$ cat src/rtl/hsfd_pkg.sv
// Shared types, constants and the CRC-8 byte step for the humidity sensor frame decoder.
`default_nettype none

package hsfd_pkg;

    localparam logic [7:0] CRC_POLY = 8'h31;
    localparam logic [7:0] CRC_INIT = 8'hFF;

    localparam int TEMP_SCALE   = 17500;
    localparam int TEMP_OFFSET  = 4500;
    localparam int HUMID_SCALE  = 12500;
    localparam int HUMID_OFFSET = 600;
    localparam int HUMID_MAX    = 10000;

    // Byte slots of the six-byte response
    typedef enum logic [2:0] {
        POS_A_HI  = 3'd0,
        POS_A_LO  = 3'd1,
        POS_A_CRC = 3'd2,
        POS_B_HI  = 3'd3,
        POS_B_LO  = 3'd4,
        POS_B_CRC = 3'd5
    } pos_t;

    typedef enum logic [1:0] {
        STATUS_OK         = 2'd0,
        STATUS_FIRST_BAD  = 2'd1,
        STATUS_SECOND_BAD = 2'd2
    } status_t;

    // Completed frame, handed from the framer to the converter and result register
    typedef struct packed {
        logic        done;
        logic [15:0] temp_raw;
        logic [15:0] humid_raw;
        status_t     status;
    } frame_t;

    // One byte of CRC-8, MSB first, no reflection
    function automatic logic [7:0] crc8_step(input logic [7:0] crc, input logic [7:0] data);
        logic [7:0] c;
        c = crc ^ data;
        for (int k = 0; k < 8; k++) begin
            c = c[7] ? ({c[6:0], 1'b0} ^ CRC_POLY) : {c[6:0], 1'b0};
        end
        return c;
    endfunction

endpackage

`default_nettype wire

$ cat src/rtl/hsfd_frame_ctrl.sv
// Byte framer: tracks position, runs the CRC and assembles the two words.
`default_nettype none

module hsfd_frame_ctrl (
    input  wire logic            clk,
    input  wire logic            rst_n,
    input  wire logic            advance,
    input  wire logic [7:0]      byte_in,
    input  wire logic            frame_start,
    output hsfd_pkg::frame_t     frame
);
    import hsfd_pkg::*;

    pos_t        pos_reg, pos_next;
    logic [7:0]  crc_reg, crc_next;
    logic [15:0] first_word_reg, first_word_next;
    logic        first_bad_reg, first_bad_next;
    logic [7:0]  b_hi_reg, b_hi_next;
    logic [7:0]  b_lo_reg, b_lo_next;
    pos_t        cur_pos;

    always_comb
    begin
        // Start flag and unused codes both realign to the first byte
        if (frame_start || (pos_reg > POS_B_CRC)) begin
            cur_pos = POS_A_HI;
        end else begin
            cur_pos = pos_reg;
        end

        pos_next        = pos_reg;
        crc_next        = crc_reg;
        first_word_next = first_word_reg;
        first_bad_next  = first_bad_reg;
        b_hi_next       = b_hi_reg;
        b_lo_next       = b_lo_reg;

        frame.done      = 1'b0;
        frame.temp_raw  = first_word_reg;
        frame.humid_raw = {b_hi_reg, b_lo_reg};
        if (first_bad_reg) begin
            frame.status = STATUS_FIRST_BAD;
        end else if (crc_reg != byte_in) begin
            frame.status = STATUS_SECOND_BAD;
        end else begin
            frame.status = STATUS_OK;
        end

        case (cur_pos)
            POS_A_HI:
            begin
                crc_next        = crc8_step(CRC_INIT, byte_in);
                first_word_next = {byte_in, 8'h00};
                pos_next        = POS_A_LO;
            end
            POS_A_LO:
            begin
                crc_next        = crc8_step(crc_reg, byte_in);
                first_word_next = {first_word_reg[15:8], byte_in};
                pos_next        = POS_A_CRC;
            end
            POS_A_CRC:
            begin
                first_bad_next = (crc_reg != byte_in);
                crc_next       = CRC_INIT;
                pos_next       = POS_B_HI;
            end
            POS_B_HI:
            begin
                crc_next  = crc8_step(CRC_INIT, byte_in);
                b_hi_next = byte_in;
                pos_next  = POS_B_LO;
            end
            POS_B_LO:
            begin
                crc_next  = crc8_step(crc_reg, byte_in);
                b_lo_next = byte_in;
                pos_next  = POS_B_CRC;
            end
            default:
            begin
                frame.done = 1'b1;
                crc_next   = CRC_INIT;
                pos_next   = POS_A_HI;
            end
        endcase
    end

    always_ff @(posedge clk or negedge rst_n)
    begin
        if (!rst_n) begin
            pos_reg        <= POS_A_HI;
            crc_reg        <= CRC_INIT;
            first_word_reg <= '0;
            first_bad_reg  <= 1'b0;
            b_hi_reg       <= '0;
            b_lo_reg       <= '0;
        end else if (advance) begin
            pos_reg        <= pos_next;
            crc_reg        <= crc_next;
            first_word_reg <= first_word_next;
            first_bad_reg  <= first_bad_next;
            b_hi_reg       <= b_hi_next;
            b_lo_reg       <= b_lo_next;
        end
    end

endmodule

`default_nettype wire

$ cat src/rtl/hsfd_convert.sv
// Raw word to hundredths conversion: constant multiply, divide by 65535, offset, and clamp of the humidity.
`default_nettype none

module hsfd_convert (
    input  wire hsfd_pkg::frame_t     frame,
    output logic signed [14:0]        temp_centi,
    output logic        [13:0]        humid_centi
);
    import hsfd_pkg::*;

    logic [30:0]        t_prod;
    logic [30:0]        t_sum;
    logic [14:0]        t_quot;
    logic signed [15:0] t_wide;
    logic [29:0]        h_prod;
    logic [29:0]        h_sum;
    logic [13:0]        h_quot;
    logic [13:0]        h_diff;

    always_comb
    begin
        // floor(p / 65535) = (p + (p >> 16) + 1) >> 16 for quotients below 2^16
        t_prod = {15'd0, frame.temp_raw} * 31'(TEMP_SCALE);
        t_sum  = t_prod + {16'd0, t_prod[30:16]} + 31'd1;
        t_quot = t_sum[30:16];
        t_wide = $signed({1'b0, t_quot}) - 16'(TEMP_OFFSET);
        temp_centi = t_wide[14:0];

        h_prod = {14'd0, frame.humid_raw} * 30'(HUMID_SCALE);
        h_sum  = h_prod + {16'd0, h_prod[29:16]} + 30'd1;
        h_quot = h_sum[29:16];
        h_diff = h_quot - 14'(HUMID_OFFSET);
        if (h_quot < 14'(HUMID_OFFSET)) begin
            humid_centi = '0;
        end else if (h_diff > 14'(HUMID_MAX)) begin
            humid_centi = 14'(HUMID_MAX);
        end else begin
            humid_centi = h_diff;
        end
    end

endmodule

`default_nettype wire

$ cat src/rtl/humidity_sensor_frame_decoder_top.sv
// Top level of the humidity sensor frame decoder: input register, framer, converter, result register.
`default_nettype none

// Takes the six-byte sensor response one byte per transfer on the slave stream
// (tdata = byte, tuser = start flag that realigns the framer to byte zero) and,
// after the sixth byte, presents one result transfer with both raw words, the
// temperature and humidity in hundredths, and a CRC-8 status (poly 0x31, init
// 0xFF; 0 ok, 1 first word bad, 2 second word bad; first failure wins). Without
// start flags frames run back to back. The block takes one byte per cycle
// while no stall holds it: each byte is registered in the input register,
// the framer, CRC step and constant-multiply conversion run combinationally
// on the held byte, and the result is registered in the output register when
// the framer takes the sixth byte. The only stall is a result still waiting
// in the output register while another sixth byte arrives.
module humidity_sensor_frame_decoder_top (
    input  wire logic        clk,
    input  wire logic        rst_n,
    input  wire logic        s_axis_tvalid,
    output logic             s_axis_tready,
    input  wire logic [7:0]  s_axis_tdata,   // [7:0] byte_in
    input  wire logic        s_axis_tuser,   // [0] frame_start
    output logic             m_axis_tvalid,
    input  wire logic        m_axis_tready,
    output logic [63:0]      m_axis_tdata    // [15:0] temp_raw, [31:16] humid_raw,
                                             // [46:32] temp_centi, [60:47] humid_centi,
                                             // [62:61] frame_status, [63] zero
);
    import hsfd_pkg::*;

    logic               in_valid_reg;
    logic [7:0]         in_byte_reg;
    logic               in_start_reg;
    logic               out_valid_reg;
    logic [62:0]        out_data_reg;
    logic               out_free;
    logic               advance;
    frame_t             frame;
    logic signed [14:0] temp_centi;
    logic [13:0]        humid_centi;

    // Output slot is free when empty or being drained this cycle
    assign out_free      = !out_valid_reg || m_axis_tready;
    // Move the held byte on; a sixth byte also needs the output slot
    assign advance       = in_valid_reg && (!frame.done || out_free);
    assign s_axis_tready = !in_valid_reg || advance;

    hsfd_frame_ctrl u_frame_ctrl (
        .clk         (clk),
        .rst_n       (rst_n),
        .advance     (advance),
        .byte_in     (in_byte_reg),
        .frame_start (in_start_reg),
        .frame       (frame)
    );

    hsfd_convert u_convert (
        .frame       (frame),
        .temp_centi  (temp_centi),
        .humid_centi (humid_centi)
    );

    // Input register: hold the byte until the framer takes it
    always_ff @(posedge clk or negedge rst_n)
    begin
        if (!rst_n) begin
            in_valid_reg <= 1'b0;
        end else if (s_axis_tready) begin
            in_valid_reg <= s_axis_tvalid;
        end
    end

    always_ff @(posedge clk)
    begin
        if (s_axis_tvalid && s_axis_tready) begin
            in_byte_reg  <= s_axis_tdata;
            in_start_reg <= s_axis_tuser;
        end
    end

    // Result register: load on a completed frame, drop once taken
    always_ff @(posedge clk or negedge rst_n)
    begin
        if (!rst_n) begin
            out_valid_reg <= 1'b0;
        end else if (advance && frame.done) begin
            out_valid_reg <= 1'b1;
        end else if (m_axis_tready) begin
            out_valid_reg <= 1'b0;
        end
    end

    always_ff @(posedge clk)
    begin
        if (advance && frame.done) begin
            out_data_reg <= {frame.status, humid_centi, temp_centi,
                             frame.humid_raw, frame.temp_raw};
        end
    end

    assign m_axis_tvalid = out_valid_reg;
    assign m_axis_tdata  = {1'b0, out_data_reg};

`ifndef SYNTH
    // Humidity is always clamped to the documented range
    assert property (@(posedge clk) disable iff (!rst_n)
        m_axis_tvalid |-> (m_axis_tdata[60:47] <= 14'd10000))
        else $error("humid_centi above clamp");

    // Temperature stays within -4500..13000
    assert property (@(posedge clk) disable iff (!rst_n)
        m_axis_tvalid |-> (($signed(m_axis_tdata[46:32]) >= -15'sd4500) &&
                           ($signed(m_axis_tdata[46:32]) <= 15'sd13000)))
        else $error("temp_centi out of range");

    // A new result only follows a held byte being consumed
    assert property (@(posedge clk) disable iff (!rst_n)
        $rose(m_axis_tvalid) |-> $past(in_valid_reg))
        else $error("result without input byte");

    // An accepted byte is held in the input register
    assert property (@(posedge clk) disable iff (!rst_n)
        (s_axis_tvalid && s_axis_tready) |=> in_valid_reg)
        else $error("accepted byte lost");
`endif

endmodule

`default_nettype wire
$ cat config.mk
export PLATFORM = sky130hd
export DESIGN_NAME = humidity_sensor_frame_decoder_top
export DESIGN_NICKNAME = d
export VERILOG_FILES = /design/src/rtl/hsfd_pkg.sv /design/src/rtl/hsfd_frame_ctrl.sv /design/src/rtl/hsfd_convert.sv /design/src/rtl/humidity_sensor_frame_decoder_top.sv
export SDC_FILE = /design/constraint.sdc
export NUM_CORES = 1
export LEC_CHECK = 0
export ABC_AREA = 1
export ABC_CLOCK_PERIOD_IN_PS = 17500
export BUFFER_PORTS_ARGS = -buffer_cell sky130_fd_sc_hd__buf_2
export CORE_ASPECT_RATIO = 0.6
export CORE_MARGIN = 2
export CORE_UTILIZATION = 60
export CTS_CLUSTER_SIZE = 8
export DETAILED_ROUTE_END_ITERATION = 8
export PLACE_DENSITY = 0.9
export SLEW_MARGIN = 20
export SYNTH_ARGS = -nofsm -noshare
export SYNTH_HDL_FRONTEND = slang
export SYNTH_SLANG_ARGS = --single-unit
$ cat constraint.sdc
create_clock -name clk -period 17.5 [get_ports clk]
set_input_delay 0.875 -clock clk [delete_from_list [all_inputs] [get_ports clk]]
set_output_delay 0.875 -clock clk [all_outputs]
set_load 0.005 [all_outputs]
==> impl_summary.md <==
Placement
The final HPWL from detailed placement is 32.3 mm. The congestion estimate from routability-driven global placement came to between 1 and 1.5. During placement, the flow inserted port buffers numbering 77.

GRT
Global routing used 31.4% of the available tracks. The global-route wire length before repair is 62.0 mm. The number of global-route vias before repair came to 12014. Entering global routing, the biggest net connects 47 pins. The residual overflow from global routing is 0. The number of antenna violations at the first check in global routing came to 1.

Drt
The remaining antenna violation count is 0. The via count of the routed design is 12691. The average routed wire per standard cell is 17.1 um. After detailed routing, the number of vias per cell comes to about 5.6. After detailed routing, the number of remaining DRC violations is 0. The number of violations reported at the end of detailed-routing iteration 0 is 1484. The final routed wirelength across all metal layers is ~40 mm. The detailed-routing iteration count for the pre-antenna-repair pass is 6.

Final layout
The multi-input combinational cells in the finished layout cover a total of 9650 um2. The layout-stage area growth over the synthesis result is 9.93%. The flip-flop and latch area is 3320 um2. The flip-flop count of the largest register after layout is 63. Of the cells placed in the final design, the portion with a size suffix greater than 1 is 12.0%.

0 antenna diodes ended up in the layout. The layout has 1961 filler cells. The net count reported at finish is roughly 2300.

Critical path
The capturing point of the worst reg2reg path is out_data_reg[53]. The largest individual stage delay along the critical path comes from the cell sky130_fd_sc_hd__fa_1. For flop-to-flop paths, the worst setup slack is roughly 9.8 ns. For the worst setup path, the data arrival time is 7.87 ns. The largest fanout of any net on the critical path is 9. The worst setup path is captured at a register. The worst-case reg-to-reg path depth is 39.

The kind of critical path is reg2reg. In this run the critical register-to-register path is launched from u_frame_ctrl.b_lo_reg[2]. Data on the critical path is required at its endpoint by around 18 ns.

STA classifies the critical path startpoint as a register. The largest incremental delay on the critical path is 0.54 ns.

Flow run
Across the run, the number of max-cap violations was 0.

Floorplanning
The floorplan step set the die width to 205 um. The die is 125 um tall. The die covers between 20000 and 30000 um2.

During I/O placement, the number of pins put on the boundary was between 70 and 80. The core area is 24000 um2. The standard-cell row count is 44. The initial core utilization is 60.8%.

Clock network
The library cell used as clock root buffer is sky130_fd_sc_hd__clkbuf_16. The level count of the clock H-tree is 4. Clock-pin slew was measured on the worst setup and hold paths at 0.07 ns. The hold-fix buffer count after cts is 0. At the later pin of the worst-skew pair, clock insertion delay measures 0.44 ns. TritonCTS built the clock tree. The total setup buffers inserted after CTS is 0.

Counting every sink on the clock net gives 118. Counting along the longest clock path gives a buffer depth of 2. The number of clock buffers added by TritonCTS is 17.

The number of gates resized after CTS is 0.

Synthesis
The synthesized area divided by synthesized cell count is between 7 and 8 um2. Yosys printed 0 warnings. The proportion of synthesized chip area in sequential cells is 22.8%. The number of distinct standard cells referenced by the synthesized netlist is 53.

Synthesis produced a netlist whose cell count is 1851. The post-synth net total is 2178. Synthesis inferred ~120 register bits. The combined area of all synthesized cells is 14600 um2.

Timing
Derived from the worst setup path, the maximum achievable clock frequency is 130 MHz. The total negative setup slack is 0 ns. The final worst clock skew is 0.0129 ns. At the pin with the least slew margin, the transition time is 1.06 ns. The part of the cycle the worst path needs is between 40% and 50%. Setup repair after global routing left no endpoint under its margin. The number of endpoints with negative hold slack in the final report was 0. The clock period minus worst slack is 7.68 ns. Setup violations remaining at the end of the flow were counted as 0. The final count of pins violating max slew was 0.

The worst relative slew slack is 29.1%.

Worst hold path
The type of the worst min-delay path is in2async.

Status
The flow ran to the end, and the final reports show no timing, DRC or antenna violations.
==> stage by stage <==
stage | setup WS [ns] | hold WS, ns | util (%) | std cells | instance area (um2)
global route | 9.28 | 0.488 | 66.8 | 2277 | 16000
detailed placement | 9.95 | 0.470 | 64.0 | 2245 | 15400
global placement | 10.27 | 0.463 | 64.0 | 2245 | 15400
floorplan | 10.70 | 0.448 | - | 1851 | 14600
CTS | 9.92 | 0.483 | 66.8 | 2277 | 16000
finish | 9.82 | 0.445 | 66.8 | 2277 | 16000
==> worst max path at each step <==
stage / endpoint / cells past startpoint / from / slack, ns
after floorplan: out_data_reg[50] / 43 / u_frame_ctrl.b_lo_reg[7] / 10.70
after global placement: out_data_reg[50] / 43 / u_frame_ctrl.b_lo_reg[7] / 10.27
after detailed placement: out_data_reg[48] / 43 / u_frame_ctrl.b_lo_reg[2] / 9.95
after CTS: out_data_reg[53] / 43 / u_frame_ctrl.b_lo_reg[2] / 9.92
after global routing: out_data_reg[49] / 44 / u_frame_ctrl.b_lo_reg[2] / 9.28
final: out_data_reg[53] / 39 / u_frame_ctrl.b_lo_reg[2] / 9.82
==> critical path, delay by kind of cell, from the launching register on <==
kind | cells | cell delay (ns)
adder cells (fa/ha/maj) | 6 | 2.40
AND/OR/NAND/NOR | 19 | 2.25
XOR/XNOR | 5 | 1.49
flip-flops | 1 | 0.49
buffers and inverters | 7 | 0.44
AO/OA/AOI/OAI | 2 | 0.35
==> kinds of logic (layout without fill, tap and decap cells) <==
family                   count (synthesis)  after routing  share of synthesized area, %
adder cells (fa/ha/maj)                314            314                          31.3
buffers and inverters                  433            537                          11.2
AO/OA/AOI/OAI                          171            171                          6.69
flip-flops                             118            118                          22.8
other                                    1              1                        0.0257
XOR/XNOR                                83             83                          5.09
AND/OR/NAND/NOR                        731            731                          23.0
==> Yosys cell counts (all sizes together) <==
master	instances	share of area, %
inv	427	11
nand2	425	12
ha	229	20
nor2	148	4.4
nand3	96	3.9
fa	85	12
a21oi	77	2.7
edfxtp	72	15
xor2	52	3.2
o21ai	51	1.8
dfrtp	38	6.5
nand4	34	1.5
xnor2	31	1.9
o22ai	13	0.56
nand3b	9	0.57
dfstp	8	1.4
nor3	8	0.34
o21bai	8	0.44
a31oi	7	0.30
or2	6	0.26
clkbuf	5	0.13
a21o	4	0.21
nor4	3	0.17
o21a	3	0.15
a211oi	2	0.10
a31o	2	0.12
and2	2	0.10
buf	1	0.051
conb	1	0.026
o211ai	1	0.051
o221a	1	0.077
o2bb2ai	1	0.060
o31ai	1	0.051
==> layout make-up <==
cell class | instances | area share [%]
clock buffer | 17 | 2.65
clock inverter | 15 | 1.51
inverter | 427 | 9.99
multi-input combinational | 1300 | 60.2
sequential | 118 | 20.7
tap | 322 | 2.51
timing repair buffer | 78 | 2.47
==> metal layers <==
metal	wire length, um	GRT usage [%]
met1	18200	48.0
met2	15700	43.3
met3	4410	8.92
met4	610	7.28
met5	11	0
==> placed cells by master (no fill, tap or decap), drive strengths merged, types with 6 or more instances in the layout <==
cell	n
inv	432
nand3	96
o21bai	8
xor2	52
edfxtp	72
buf	78
o22ai	13
nor3	8
nand3b	9
nor2	148
a31oi	7
dfrtp	38
o21ai	51
clkbuf	17
a21oi	77
nand2	425
or2	6
xnor2	31
nand4	34
fa	85
dfstp	8
ha	229
Power is not shown: default switching activity piles up to over one toggle a cycle in this logic, so the estimate is an artifact.
